[config.mk]
export PLATFORM = sky130hd
export DESIGN_NAME = indexed_min_heap
export DESIGN_NICKNAME = d
export VERILOG_FILES = /design/src/rtl/ihp_pkg.sv /design/src/rtl/ihp_heap_mem.sv /design/src/rtl/ihp_ctrl.sv /design/src/rtl/indexed_min_heap.sv
export SDC_FILE = /design/constraint.sdc
export NUM_CORES = 1
export LEC_CHECK = 0
export BUFFER_PORTS_ARGS = -buffer_cell sky130_fd_sc_hd__buf_2
export CORE_AREA = 5 5 292 294
export CTS_BUF_LIST = sky130_fd_sc_hd__clkbuf_8
export CTS_CLUSTER_SIZE = 25
export DETAILED_ROUTE_END_ITERATION = 16
export DIE_AREA = 0 0 297 299
export MAX_ROUTING_LAYER = met4
export PLACE_DENSITY = 0.47
export SYNTH_ARGS = -nofsm -noshare
export SYNTH_HDL_FRONTEND = slang
export SYNTH_SLANG_ARGS = --single-unit
[constraint.sdc]
create_clock -name clk -period 6.5 [get_ports clk]
set_input_delay 0.65 -clock clk [delete_from_list [all_inputs] [get_ports clk]]
set_output_delay 0.65 -clock clk [all_outputs]
set_load 0.02 [all_outputs]
[src/rtl/ihp_pkg.sv]
// ----------------------------------------------------------------------------
// ihp_pkg
// Shared types, codes and compare function for the indexed min-heap.
// ----------------------------------------------------------------------------
package ihp_pkg;

  localparam int KEY_W    = 16;
  localparam int ID_W     = 4;
  localparam int STATUS_W = 3;
  localparam int COUNT_W  = 5;

  typedef struct packed {
    logic [KEY_W-1:0] key;
    logic [ID_W-1:0]  id;
  } slot_t;

  typedef enum logic [1:0] {
    OP_PUSH   = 2'd0,
    OP_POP    = 2'd1,
    OP_DELETE = 2'd2
  } op_t;

  typedef enum logic [STATUS_W-1:0] {
    ST_OK     = 3'd0,
    ST_EMPTY  = 3'd1,
    ST_FULL   = 3'd2,
    ST_ABSENT = 3'd3,
    ST_DUP    = 3'd4
  } status_t;

  typedef enum logic [3:0] {
    S_IDLE,
    S_DEL_RD,
    S_POP_RD,
    S_UP,
    S_UP_CMP,
    S_RM,
    S_RM_LAST,
    S_DN,
    S_DN_CMP,
    S_DONE
  } state_t;

  // key order, ties broken by the smaller id
  function automatic logic slot_less(input slot_t a, input slot_t b);
    slot_less = (a.key < b.key) || ((a.key == b.key) && (a.id < b.id));
  endfunction

endpackage

[src/rtl/ihp_heap_mem.sv]
// ----------------------------------------------------------------------------
// ihp_heap_mem
// Heap slot storage: one write port, two registered read ports.
// ----------------------------------------------------------------------------
module ihp_heap_mem #(
  parameter int DEPTH = 16,
  parameter int AW    = 4
) (
  input  logic           clk,
  input  logic           we,
  input  logic [AW-1:0]  waddr,
  input  ihp_pkg::slot_t wdata,
  input  logic [AW-1:0]  raddr_a,
  input  logic [AW-1:0]  raddr_b,
  output ihp_pkg::slot_t rdata_a,
  output ihp_pkg::slot_t rdata_b
);
  import ihp_pkg::*;

  slot_t mem [DEPTH];

  always_ff @(posedge clk) begin
    if (we) begin
      mem[waddr] <= wdata;
    end
  end

  always_ff @(posedge clk) begin
    rdata_a <= mem[raddr_a];
    rdata_b <= mem[raddr_b];
  end

endmodule

[src/rtl/ihp_ctrl.sv]
// ----------------------------------------------------------------------------
// ihp_ctrl
// Request sequencer: id position map, sift up and sift down over the slot
// memory, result registers.
// ----------------------------------------------------------------------------
module ihp_ctrl #(
  parameter int ID_COUNT = 16,
  parameter int KEY_BITS = 16,
  parameter int PW       = 4,
  parameter int CW       = 5
) (
  input  logic                              clk,
  input  logic                              rst,
  input  logic                              start,
  output logic                              busy,
  input  logic [1:0]                        operation,
  input  logic [ihp_pkg::KEY_W-1:0]         key_in,
  input  logic [ihp_pkg::ID_W-1:0]          id_in,
  output logic                              done,
  output logic [ihp_pkg::KEY_W-1:0]         key_out,
  output logic [ihp_pkg::ID_W-1:0]          id_out,
  output logic [ihp_pkg::STATUS_W-1:0]      status,
  output logic [ihp_pkg::COUNT_W-1:0]       count_out,
  output logic                              mem_we,
  output logic [PW-1:0]                     mem_waddr,
  output ihp_pkg::slot_t                    mem_wdata,
  output logic [PW-1:0]                     mem_raddr_a,
  output logic [PW-1:0]                     mem_raddr_b,
  input  ihp_pkg::slot_t                    mem_rdata_a,
  input  ihp_pkg::slot_t                    mem_rdata_b
);
  import ihp_pkg::*;

  localparam int MAP_DEPTH = (ID_COUNT < (1 << ID_W)) ? ID_COUNT : (1 << ID_W);
  localparam int MIW       = (MAP_DEPTH > 1) ? $clog2(MAP_DEPTH) : 1;
  localparam int XW        = PW + 2;
  localparam logic [KEY_W-1:0] KEY_MASK =
    (KEY_BITS >= KEY_W) ? {KEY_W{1'b1}} : KEY_W'((64'd1 << KEY_BITS) - 64'd1);

  state_t state, state_next;

  logic [PW-1:0] map_pos   [MAP_DEPTH];
  logic          map_valid [MAP_DEPTH];

  logic          map_we;
  logic [MIW-1:0] map_idx;
  logic [PW-1:0] map_pos_w;
  logic          map_valid_w;

  logic [CW-1:0] count, count_next;
  logic [PW-1:0] p, p_next;
  slot_t         cur, cur_next;
  slot_t         top, top_next;
  logic          force_up, force_up_next;
  logic [KEY_W-1:0]    res_key, res_key_next;
  logic [ID_W-1:0]     res_id, res_id_next;
  logic [STATUS_W-1:0] res_status, res_status_next;

  logic [MIW-1:0] in_idx;
  logic          id_ok;
  logic [PW-1:0] parent;
  logic [XW-1:0] lchild, rchild;
  logic          l_ok, r_ok;
  logic [PW-1:0] del_pos;
  logic [CW-1:0] count_m1;
  slot_t         best;
  logic          best_l, best_r;

  assign in_idx   = id_in[MIW-1:0];
  assign id_ok    = (32'(id_in) < ID_COUNT);
  assign parent   = PW'((p - 1'b1) >> 1);
  assign lchild   = {1'b0, p, 1'b1};
  assign rchild   = lchild + 1'b1;
  assign l_ok     = lchild < XW'(count);
  assign r_ok     = rchild < XW'(count);
  assign count_m1 = count - 1'b1;
  assign del_pos  = (XW'(map_pos[in_idx]) >= XW'(count)) ? '0 : map_pos[in_idx];

  always_comb begin
    best   = cur;
    best_l = 1'b0;
    best_r = 1'b0;
    if (l_ok && slot_less(mem_rdata_a, best)) begin
      best   = mem_rdata_a;
      best_l = 1'b1;
    end
    if (r_ok && slot_less(mem_rdata_b, best)) begin
      best   = mem_rdata_b;
      best_l = 1'b0;
      best_r = 1'b1;
    end
  end

  always_ff @(posedge clk) begin
    if (rst) begin
      state <= S_IDLE;
      count <= '0;
    end else begin
      state <= state_next;
      count <= count_next;
    end
  end

  always_ff @(posedge clk) begin
    p          <= p_next;
    cur        <= cur_next;
    top        <= top_next;
    force_up   <= force_up_next;
    res_key    <= res_key_next;
    res_id     <= res_id_next;
    res_status <= res_status_next;
  end

  always_ff @(posedge clk) begin
    if (rst) begin
      for (int i = 0; i < MAP_DEPTH; i++) begin
        map_valid[i] <= 1'b0;
      end
    end else if (map_we) begin
      map_valid[map_idx] <= map_valid_w;
    end
  end

  always_ff @(posedge clk) begin
    if (map_we) begin
      map_pos[map_idx] <= map_pos_w;
    end
  end

  always_comb begin
    state_next      = state;
    count_next      = count;
    p_next          = p;
    cur_next        = cur;
    top_next        = top;
    force_up_next   = force_up;
    res_key_next    = res_key;
    res_id_next     = res_id;
    res_status_next = res_status;
    map_we          = 1'b0;
    map_idx         = in_idx;
    map_pos_w       = '0;
    map_valid_w     = 1'b0;
    mem_we          = 1'b0;
    mem_waddr       = p;
    mem_wdata       = cur;
    mem_raddr_a     = '0;
    mem_raddr_b     = '0;

    case (state)
      S_IDLE: begin
        if (start) begin
          res_status_next = ST_OK;
          res_id_next     = id_in;
          state_next      = S_DONE;
          case (operation)
            OP_PUSH: begin
              res_key_next = key_in & KEY_MASK;
              if (!id_ok) begin
                res_status_next = ST_ABSENT;
              end else if (32'(count) >= ID_COUNT) begin
                res_status_next = ST_FULL;
              end else if (map_valid[in_idx]) begin
                res_status_next = ST_DUP;
              end else begin
                p_next        = PW'(count);
                count_next    = count + 1'b1;
                cur_next      = '{key: key_in & KEY_MASK, id: id_in};
                force_up_next = 1'b0;
                map_we        = 1'b1;
                map_pos_w     = PW'(count);
                map_valid_w   = 1'b1;
                state_next    = S_UP;
              end
            end
            OP_DELETE: begin
              res_key_next = '0;
              if (!id_ok || !map_valid[in_idx]) begin
                res_status_next = ST_ABSENT;
              end else begin
                p_next        = del_pos;
                force_up_next = 1'b1;
                mem_raddr_a   = del_pos;
                state_next    = S_DEL_RD;
              end
            end
            default: begin
              res_key_next = '0;
              res_id_next  = '0;
              if (count == '0) begin
                res_status_next = ST_EMPTY;
              end else begin
                mem_raddr_a = '0;
                state_next  = S_POP_RD;
              end
            end
          endcase
        end
      end
      S_DEL_RD: begin
        top_next   = mem_rdata_a;
        state_next = S_UP;
      end
      S_POP_RD: begin
        top_next   = mem_rdata_a;
        state_next = S_RM;
      end
      S_UP: begin
        if (p == '0) begin
          if (force_up) begin
            state_next = S_RM;
          end else begin
            mem_we     = 1'b1;
            map_we     = 1'b1;
            map_idx    = cur.id[MIW-1:0];
            map_pos_w  = p;
            map_valid_w = 1'b1;
            state_next = S_DONE;
          end
        end else begin
          mem_raddr_a = parent;
          state_next  = S_UP_CMP;
        end
      end
      S_UP_CMP: begin
        mem_we      = 1'b1;
        map_we      = 1'b1;
        map_valid_w = 1'b1;
        if (force_up || slot_less(cur, mem_rdata_a)) begin
          mem_wdata  = mem_rdata_a;
          map_idx    = mem_rdata_a.id[MIW-1:0];
          map_pos_w  = p;
          p_next     = parent;
          state_next = S_UP;
        end else begin
          map_idx    = cur.id[MIW-1:0];
          map_pos_w  = p;
          state_next = S_DONE;
        end
      end
      S_RM: begin
        res_key_next = top.key;
        res_id_next  = top.id;
        count_next   = count_m1;
        map_we       = 1'b1;
        map_idx      = top.id[MIW-1:0];
        map_pos_w    = '0;
        map_valid_w  = 1'b0;
        if (count_m1 != '0) begin
          mem_raddr_a = PW'(count_m1);
          state_next  = S_RM_LAST;
        end else begin
          state_next = S_DONE;
        end
      end
      S_RM_LAST: begin
        cur_next    = mem_rdata_a;
        p_next      = '0;
        map_we      = 1'b1;
        map_idx     = mem_rdata_a.id[MIW-1:0];
        map_pos_w   = '0;
        map_valid_w = 1'b1;
        state_next  = S_DN;
      end
      S_DN: begin
        mem_raddr_a = lchild[PW-1:0];
        mem_raddr_b = rchild[PW-1:0];
        state_next  = S_DN_CMP;
      end
      S_DN_CMP: begin
        mem_we      = 1'b1;
        map_we      = 1'b1;
        map_valid_w = 1'b1;
        map_pos_w   = p;
        if (best_l || best_r) begin
          mem_wdata  = best;
          map_idx    = best.id[MIW-1:0];
          p_next     = best_l ? lchild[PW-1:0] : rchild[PW-1:0];
          state_next = S_DN;
        end else begin
          map_idx    = cur.id[MIW-1:0];
          state_next = S_DONE;
        end
      end
      S_DONE: begin
        state_next = S_IDLE;
      end
      default: begin
        state_next = S_IDLE;
      end
    endcase
  end

  logic [CW+COUNT_W-1:0] count_ext;
  assign count_ext = {{COUNT_W{1'b0}}, count};

  assign busy      = (state != S_IDLE);
  assign done      = (state == S_DONE);
  assign key_out   = res_key;
  assign id_out    = res_id;
  assign status    = res_status;
  assign count_out = count_ext[COUNT_W-1:0];

  a_count_bound: assert property (@(posedge clk) disable iff (rst)
    32'(count) <= ID_COUNT)
    else $error("entry count above capacity");

  a_busy_after_start: assert property (@(posedge clk) disable iff (rst)
    (start && !busy) |=> busy)
    else $error("request accepted but block not busy");

  a_done_pulse: assert property (@(posedge clk) disable iff (rst)
    done |=> !done)
    else $error("result strobe longer than one cycle");

  a_empty_count: assert property (@(posedge clk) disable iff (rst)
    (done && res_status == ST_EMPTY) |-> (count == '0))
    else $error("empty status with entries present");

endmodule

[src/rtl/indexed_min_heap.sv]
// A rejected request goes from S_IDLE straight to S_DONE. Push sifts up, pop reads
// the root and sifts down, and delete first sifts its slot up to the root and then
// removes it as a pop does; each heap level takes a read step and a compare/write
// step on the slot memory.
// One request in flight at a time; done marks the single result cycle, the
// receiver cannot stall. Synchronous reset empties the heap, invalidates every id.
// ----------------------------------------------------------------------------
// indexed_min_heap
// Indexed binary min-heap with push, pop-minimum and delete-by-id requests.
// ----------------------------------------------------------------------------
module indexed_min_heap #(
  parameter int ID_COUNT = 16,
  parameter int KEY_BITS = 16
) (
  input  logic                          clk,
  input  logic                          rst,
  input  logic                          start,
  output logic                          busy,
  input  logic [1:0]                    operation,
  input  logic [ihp_pkg::KEY_W-1:0]     key_in,
  input  logic [ihp_pkg::ID_W-1:0]      id_in,
  output logic                          done,
  output logic [ihp_pkg::KEY_W-1:0]     key_out,
  output logic [ihp_pkg::ID_W-1:0]      id_out,
  output logic [ihp_pkg::STATUS_W-1:0]  status,
  output logic [ihp_pkg::COUNT_W-1:0]   count_out
);
  import ihp_pkg::*;

  localparam int PW = $clog2(ID_COUNT);
  localparam int CW = $clog2(ID_COUNT + 1);

  logic          mem_we;
  logic [PW-1:0] mem_waddr;
  slot_t         mem_wdata;
  logic [PW-1:0] mem_raddr_a;
  logic [PW-1:0] mem_raddr_b;
  slot_t         mem_rdata_a;
  slot_t         mem_rdata_b;

  ihp_heap_mem #(
    .DEPTH (ID_COUNT),
    .AW    (PW)
  ) u_mem (
    .clk     (clk),
    .we      (mem_we),
    .waddr   (mem_waddr),
    .wdata   (mem_wdata),
    .raddr_a (mem_raddr_a),
    .raddr_b (mem_raddr_b),
    .rdata_a (mem_rdata_a),
    .rdata_b (mem_rdata_b)
  );

  ihp_ctrl #(
    .ID_COUNT (ID_COUNT),
    .KEY_BITS (KEY_BITS),
    .PW       (PW),
    .CW       (CW)
  ) u_ctrl (
    .clk         (clk),
    .rst         (rst),
    .start       (start),
    .busy        (busy),
    .operation   (operation),
    .key_in      (key_in),
    .id_in       (id_in),
    .done        (done),
    .key_out     (key_out),
    .id_out      (id_out),
    .status      (status),
    .count_out   (count_out),
    .mem_we      (mem_we),
    .mem_waddr   (mem_waddr),
    .mem_wdata   (mem_wdata),
    .mem_raddr_a (mem_raddr_a),
    .mem_raddr_b (mem_raddr_b),
    .mem_rdata_a (mem_rdata_a),
    .mem_rdata_b (mem_rdata_b)
  );

endmodule

==> results of run 1 <==
[power by group through the flow]
stage	logic [mW]	registers (mW)	clock network, mW
finish	4.30	4.65	3.40
global route	4.63	4.68	3.65
CTS	4.27	4.65	3.50
detailed placement	4.25	4.71	0
global placement	4.23	4.70	0
floorplan	2.61	4.64	0
[sequential cells by signal, indices dropped and copies added, names as in the netlist]
name / flops
u_ctrl.count_out: 5
u_ctrl.cur: 20
u_ctrl.force_up: 1
u_ctrl.id_out: 4
u_ctrl.key_out: 16
u_ctrl.map_pos: 64
u_ctrl.map_valid: 16
u_ctrl.mem_waddr: 4
u_ctrl.state: 4
u_ctrl.status: 3
u_ctrl.top: 20
u_mem.mem: 320
u_mem.rdata_a: 20
u_mem.rdata_b: 20
[Yosys cell counts, types with 15 or more instances]
library cell | n | area [um2]
a211oi_1 | 43 | 322.8
a21oi_1 | 141 | 705.7
a221o_1 | 25 | 250.2
a22oi_1 | 21 | 157.7
a2bb2oi_1 | 18 | 157.7
buf_1 | 15 | 56.30
buf_2 | 18 | 90.09
clkbuf_1 | 66 | 247.7
dfxtp_1 | 49 | 980.9
edfxtp_1 | 468 | 14050
ha_1 | 59 | 738.2
inv_1 | 41 | 153.9
mux2_2 | 62 | 698.2
mux2i_1 | 127 | 1271
mux4_2 | 45 | 1013
nand2_1 | 176 | 660.6
nand3_1 | 34 | 170.2
nor2_1 | 70 | 262.8
nor2b_1 | 47 | 294.0
nor3_1 | 30 | 150.1
o21ai_0 | 82 | 410.4
o22ai_1 | 23 | 143.9
[worst reg2reg max path, delay by kind of cell, from the launching register on]
kind / cells / cell delay, ns
adder cells (fa/ha/maj): 2 / 0.59
flip-flops: 1 / 0.41
AND/OR/NAND/NOR: 8 / 2.54
AO/OA/AOI/OAI: 7 / 1.61
buffers and inverters: 4 / 0.80
[stage by stage]
stage	util (%)	total power [mW]	instance area [um2]	std cells	TNS, ns
6_report	34.65	12.35	28630	3142	0
4_1_cts	34.60	12.41	28590	3139	0
2_1_floorplan	-	7.244	24520	1853	0
3_5_place_dp	32.11	8.963	26530	2967	0
5_1_grt	34.65	12.97	28630	3141	-0.6504
3_3_place_gp	32.11	8.935	26530	2967	0
[metal layers]
layer  track usage, %  vias to the layer above  part of all wire (%)
li1                 -                     7494                     -
met1            24.83                     8548                    47
met2            26.31                      540                    45
met3            2.964                      118                   5.5
met4            4.173                        0                   2.1
met5                -                        -                     0
[cells by family after synthesis]
kind of cell             synth area share (%)
buffers and inverters                   2.725
multiplexers                            12.17
XOR/XNOR                               0.3929
AO/OA/AOI/OAI                           12.03
adder cells (fa/ha/maj)                 3.051
flip-flops                              61.32
AND/OR/NAND/NOR                         8.318
[area by class of cell]
cell class / instances / area [um2] / area share, %
antenna: 2 / 5.005 / 0.01748
clock buffer: 96 / 1321 / 4.615
clock inverter: 76 / 742.0 / 2.592
inverter: 42 / 157.7 / 0.5506
multi-input combinational: 1180 / 8969 / 31.33
sequential: 517 / 15030 / 52.51
tap: 1080 / 1351 / 4.720
timing repair buffer: 149 / 1050 / 3.667
[path summary, 6_finish.rpt]
| check | to | slack (ns) | depth (start not counted) |
|---|---|---|---|
| worst max-delay path | u_ctrl.map_pos[10][2] | 0.21 | 21 |
| worst min-delay path | u_ctrl.cur[9] | 0.25 | 3 |
| worst max register to register | u_ctrl.map_pos[10][2] | 0.21 | 21 |
| worst min register to register | u_ctrl.key_out[3] | 0.52 | 2 |
==> summary.txt, run 1 <==
Logic synthesis
  – Synthesized area: 0.02452 mm2
  – Synth unique cells: 78
  – Register bit total from synthesis: 517
  – Syn_nets: 1937
  – Seq/Total Area, Yosys: 61.32%
  – Synth Flop Type: edfxtp_1
  – Yosys warns: 0
  – Post-Synthesis Cells: 1853
  – EDFF count, synth: 468
  – Synthesized area per cell: 13.23 um2
  – Asr flop ratio synth: 0%

Cells and area
  – Fin nets: 2066
  – Fill cells: 8107
  – Most common cell after layout, fill and taps aside: edfxtp_1
  – Layout cells sized above 1: 21.94%
  – Most frequent cells in the layout: edfxtp_1, nand2_1, a21oi_1, mux2i_1, clkbuf_8
  – P&R area growth vs syn: 16.76%

CTS
  – Number of cells upsized or downsized after cts: 0
  – Post-CTS setup buffers: 0
  – Total CTS buffers: 92
  – Num Clock Sinks: 517
  – CTS tree: built
  – Skew-Pair Late Insertion Delay: 0.74 ns
  – Clock root buffer: clkbuf_8
  – CTS clk-pin slew, worst paths: 0.06 ns
  – Number of H-tree levels: 3
  – CTS Buffer Depth: 3
  – Cts hold-fix bufs: 0

Critical path
  – Crit path DAT: 6.66 ns
  – CP max FO: 15
  – Max incr delay on CP: 0.57 ns
  – CP max-delay cell: or4_4
  – CP Cell Sequence: inv_1 -> ha_1 -> nand4_1 -> nor2_1 -> or4_1 -> o31a_1 -> nor2_2 -> buf_4 -> a21oi_1 -> ha_1 -> nand3_1 -> or4_4 -> or4_4 -> o31ai_4 -> a2111oi_2 -> o21a_1 -> o41ai_4 -> buf_4 -> o311ai_1 -> buf_4 -> nor2_1
  – Setup crit start: u_ctrl.cur[17]
  – Critical Path End Type: flop
  – Required @ worst endpoint: 6.87 ns
  – RR Startpoint: u_ctrl.cur[17]
  – CP top delay family: simple AND/OR/NAND/NOR gates
  – Crit path kind: reg -> reg
  – Startpoint Class: flop
  – Most used cell, CP: buf_4
  – Buf+Inv Stages, Crit Path: 4

Floorplanning
  – Core area: 0.08263 mm2
  – FP Rows: 106
  – Die area: 0.08880 mm2
  – Initial core utilization: 29.68%
  – I/O pin count: 55
  – Die Wd: 297 um
  – Die height: 299 um

Detailed routing
  – Iteration-0 DRC Markers: 1392
  – Via density: 5.315
  – Post-route antenna net violation count: 0
  – Final wirelength: 77920 um
  – Drt drc: 0
  – Wire per inst: 24.80 um
  – First drt pass iteration count: 5
  – DR vias: 16700

Timing
  – Setup Viol. Count Final: 0
  – Hold Vio Cnt, Final: 0
  – Slew @ Worst Pin: 1.257 ns
  – Final Skew: 0.06500 ns
  – Slew HR: 16.12%
  – Tmin final: 6.293 ns
  – Slew Limit Fails: 0
  – Fmax: 158.9 MHz
  – Final Cycle Share: 96.82%
  – WHS: 0.2543 ns
  – RSZ-0062 raised after global routing: yes
  – Worst Setup Slack, final: 0.2069 ns

Power and ir drop
  – Sw Pwr: 4.655 mW
  – Combinational power share: 34.8%
  – Seq pwr share: 37.7%
  – Switch share: 37.69%
  – Leak Pwr: 10.71 nW
  – Power Internal: 7.697 mW
  – Power Density: 431.4 mW/mm2
  – Clk pwr share: 27.5%
  – Worst VDD drop: 0.0001979 V

Place
  – Post-place setup slack: 0.1686 ns
  – Port Buf Inserts: 54
  – Gp weighted congestion: 0.8638
  – Half-perimeter wire length after placement: 51580 um

GRT
  – Largest net degree at the start of global routing: 50
  – Total track usage: 17.48%
  – Vias in the first global route: 16600
  – First-pass GRT wire length: 113500 um
  – Total grt overflow: 0
  – Initial antenna violation count: 6

Status
  – Run status: finished clean

Flow run
  – Max Cap Viol: 0

Worst hold path
  – HP Start: key_in[5]
  – Type of the most critical hold path: in -> reg
No activity file was read; power rests on OpenSTA's default activity.
==> run 2: changes to the inputs <==
--- a/config.mk
+++ b/config.mk
@@ -6,13 +6,13 @@
 export NUM_CORES = 1
 export LEC_CHECK = 0
 export BUFFER_PORTS_ARGS = -buffer_cell sky130_fd_sc_hd__buf_2
-export CORE_AREA = 5 5 292 294
+export CORE_AREA = 5 5 201 203
 export CTS_BUF_LIST = sky130_fd_sc_hd__clkbuf_8
 export CTS_CLUSTER_SIZE = 25
 export DETAILED_ROUTE_END_ITERATION = 16
-export DIE_AREA = 0 0 297 299
+export DIE_AREA = 0 0 206 208
 export MAX_ROUTING_LAYER = met4
-export PLACE_DENSITY = 0.47
+export PLACE_DENSITY = 0.82
 export SYNTH_ARGS = -nofsm -noshare
 export SYNTH_HDL_FRONTEND = slang
 export SYNTH_SLANG_ARGS = --single-unit
==> constraint.sdc (replaced) <==
create_clock -name clk -period 6.8 [get_ports clk]
set_input_delay 0.34 -clock clk [delete_from_list [all_inputs] [get_ports clk]]
set_output_delay 0.34 -clock clk [all_outputs]
set_load 0.02 [all_outputs]
==> run 2 against run 1 <==
- utilization grew 37 points
- worst hold slack got worse by 0.23 ns
- first-iteration DRC count rose by 61%
- clock-buffer cell count did not move
- final cell count decreased by 19%
- largest power group unchanged
==> summary.txt, run 2 (synthesis gave the netlist of run 1 again) <==
Detailed routing
  – Wire per inst: 26.05 um (was 24.80 um)
  – First drt pass iteration count: 6 (was 5)
  – Via density: 6.644 (was 5.315)
  – Drt drc: 0 (unchanged)
  – Post-route antenna net violation count: 0 (unchanged)
  – DR vias: 16948 (was 16700)
  – Final wirelength: 66460 um (was 77920 um)
  – Iteration-0 DRC Markers: 2241 (was 1392)

Cells and area
  – Most common cell after layout, fill and taps aside: edfxtp_1 (unchanged)
  – Max reg flops: 320 (unchanged)
  – Most frequent cells in the layout: edfxtp_1, nand2_1, a21oi_1, mux2i_1, clkbuf_8 (unchanged)
  – Fin nets: 2047 (was 2066)
  – P&R area growth vs syn: 11.86% (was 16.76%)
  – Biggest register: u_mem.mem (unchanged)
  – Biggest regs: u_mem.mem: 320 flops, u_ctrl.map_pos: 64 flops (unchanged)
  – Layout cells sized above 1: 19.93% (was 21.94%)

CTS
  – Clock root buffer: clkbuf_8 (unchanged)
  – Number of cells upsized or downsized after cts: 0 (unchanged)
  – Number of H-tree levels: 3 (unchanged)
  – CTS Buffer Depth: 3 (unchanged)
  – CTS clk-pin slew, worst paths: 0.07 ns (was 0.06 ns)
  – CTS tree: built (unchanged)
  – Post-CTS setup buffers: 0 (unchanged)
  – Total CTS buffers: 83 (was 92)
  – Skew-Pair Late Insertion Delay: 0.66 ns (was 0.74 ns)
  – Num Clock Sinks: 517 (unchanged)

Worst hold path
  – Hold depth: 3 (unchanged)
  – Type of the most critical hold path: in -> reg (unchanged)

Power and ir drop
  – Switch share: 37.45% (was 37.69%)
  – Worst VDD drop: 0.0002820 V (was 0.0001979 V)
  – Power Density: 400.1 mW/mm2 (was 431.4 mW/mm2)
  – Clk pwr share: 24.0% (was 27.5%)
  – Sw Pwr: 4.109 mW (was 4.655 mW)
  – Design Power: 10.97 mW (was 12.35 mW)
  – Power Internal: 6.864 mW (was 7.697 mW)
  – Leak Pwr: 10.46 nW (was 10.71 nW)
  – Seq pwr share: 40.2% (was 37.7%)
  – Combinational power share: 35.8% (was 34.8%)

Timing
  – Final Cycle Share: 94.17% (was 96.82%)
  – Slew HR: 21.19% (was 16.12%)
  – Fmax: 156.2 MHz (was 158.9 MHz)
  – Slew Limit Fails: 0 (unchanged)
  – Tmin final: 6.404 ns (was 6.293 ns)
  – Slew @ Worst Pin: 1.179 ns (was 1.257 ns)
  – Setup Viol. Count Final: 0 (unchanged)
  – Setup TNS: 0 ns (unchanged)
  – Final Skew: 0.03387 ns (was 0.06500 ns)
  – RSZ-0062 raised after global routing: no (was yes)
  – Hold Vio Cnt, Final: 0 (unchanged)
  – Worst Setup Slack, final: 0.3961 ns (was 0.2069 ns)

Critical path
  – Buf+Inv Stages, Crit Path: 2 (was 4)
  – Crit path DAT: 6.67 ns (was 6.66 ns)
  – Crit path kind: reg -> reg (unchanged)
  – CP top delay family: simple AND/OR/NAND/NOR gates (unchanged)
  – Levels on crit path: 19 (was 21)
  – Startpoint Class: flop (unchanged)
  – Critical Path End Type: flop (unchanged)
  – Required @ worst endpoint: 7.07 ns (was 6.87 ns)
  – Reg2Reg Depth: 19 (was 21)
  – CP max-delay cell: nor3_1 (was or4_4)
  – CP max FO: 8 (was 15)
  – Max incr delay on CP: 0.59 ns (was 0.57 ns)
  – CP Cell Sequence: inv_1 -> ha_1 -> nand4_1 -> nor2_1 -> or4_1 -> o31a_1 -> nor2_2 -> buf_4 -> a21oi_1 -> ha_1 -> nand4_1 -> or4_4 -> or4_4 -> o31ai_4 -> nand2_2 -> a211o_1 -> a31oi_2 -> o2111ai_1 -> nor3_1 (was inv_1 -> ha_1 -> nand4_1 -> nor2_1 -> or4_1 -> o31a_1 -> nor2_2 -> buf_4 -> a21oi_1 -> ha_1 -> nand3_1 -> or4_4 -> or4_4 -> o31ai_4 -> a2111oi_2 -> o21a_1 -> o41ai_4 -> buf_4 -> o311ai_1 -> buf_4 -> nor2_1)

Floorplanning
  – I/O pin count: 55 (unchanged)
  – Die area: 0.04285 mm2 (was 0.08880 mm2)
  – Core area: 0.03829 mm2 (was 0.08263 mm2)
  – Die height: 208 um (was 299 um)
  – FP Rows: 72 (was 106)
  – Die Wd: 206 um (was 297 um)
  – Initial core utilization: 64.04% (was 29.68%)

GRT
  – First-pass GRT wire length: 99860 um (was 113500 um)
  – Total grt overflow: 0 (unchanged)
  – Total track usage: 31.73% (was 17.48%)
  – Largest net degree at the start of global routing: 111 (was 50)
  – Initial antenna violation count: 2 (was 6)
  – Vias in the first global route: 16770 (was 16600)

Place
  – Post-place setup slack: 0.4549 ns (was 0.1686 ns)
  – Gp weighted congestion: 0.9979 (was 0.8638)
  – Half-perimeter wire length after placement: 41460 um (was 51580 um)
  – Port Buf Inserts: 54 (unchanged)

Status
  – Run status: finished clean (unchanged)

Flow run
  – Max Cap Viol: 0 (unchanged)
==> run 2: changes by cell type in the layout (fill, tap and decap cells not counted), moves of 3 or more <==
cell and change:
nor2_2 -3, bufinv_16 -10, nor3_2 -3, inv_1 +6, dlygate4sd3_1 +10, inv_12 -3, o21ai_0 +6, clkinv_2 -8
buf_4 -18, o21ai_1 -5, clkinv_1 -3, clkinvlp_4 +3, nor3_1 +3
==> run 2: routing by layer <==
layer  vias up  track usage (%)  part of all wire, %
met5         -                -                    0
met4         0            11.08                  3.5
met3       198            6.306                   11
met2      1115            46.88                   46
met1      8194            44.69                   40
li1       7441                -                    -
==> run 2: power groups by stage <==
stage | clock network [mW] | logic, mW | registers (mW)
2_1_floorplan | 0 | 2.49 | 4.43
3_3_place_gp | 0 | 3.72 | 4.45
3_5_place_dp | 0 | 3.81 | 4.47
4_1_cts | 2.65 | 3.84 | 4.41
5_1_grt | 2.82 | 4.19 | 4.44
6_report | 2.63 | 3.93 | 4.41
==> run 2: worst register-to-register path: cells and delay by family (launching register included) <==
kind            cells  cell delay [ns]
buf+inv             2             0.27
compound gates      6             1.72
simple gates        9             3.08
fa+ha+maj           2             0.56
flops               1             0.39
==> run 2: area by class of cell <==
type	count	area [um2]
Sequential cell	517	15030
Fill cell	2499	10860
Multi-Input combinational cell	1180	8946
Clock buffer	96	1321
Timing Repair Buffer	139	983.4
Tap cell	518	648.1
Clock inverter	58	335.3
Inverter	42	157.7
Antenna cell	1	2.502
==> run 2: final timing paths <==
check / to / slack (ns) / startpoint
setup / recovery: u_ctrl.map_pos[4][0] / 0.40 / u_ctrl.cur[19]
hold / removal: u_ctrl.key_out[9] / 0.03 / key_in[9]
hold reg to reg: u_ctrl.key_out[15] / 0.51 / u_ctrl.top[19]
setup reg to reg: u_ctrl.map_pos[4][0] / 0.40 / u_ctrl.cur[19]
==> run 2: metrics by stage <==
| step | utilization [%] | instances | instance area [um2] | hold WS, ns |
|---|---|---|---|---|
| floorplan | - | 1853 | 24520 | 0.4091 |
| global placement | 67.05 | 2386 | 25670 | 0.4926 |
| detailed placement | 67.05 | 2386 | 25670 | 0.4933 |
| CTS | 71.63 | 2550 | 27430 | 0.001685 |
| global route | 71.64 | 2551 | 27430 | 0.03226 |
| finish | 71.64 | 2551 | 27430 | 0.02776 |
==> run 2: what timing repair did <==
item | 4_1_cts | 5_1_grt
endpoints found under the hold margin | 19 | 0
hold buffers | 10 | 0
setup endpoints to repair | 0 | 0
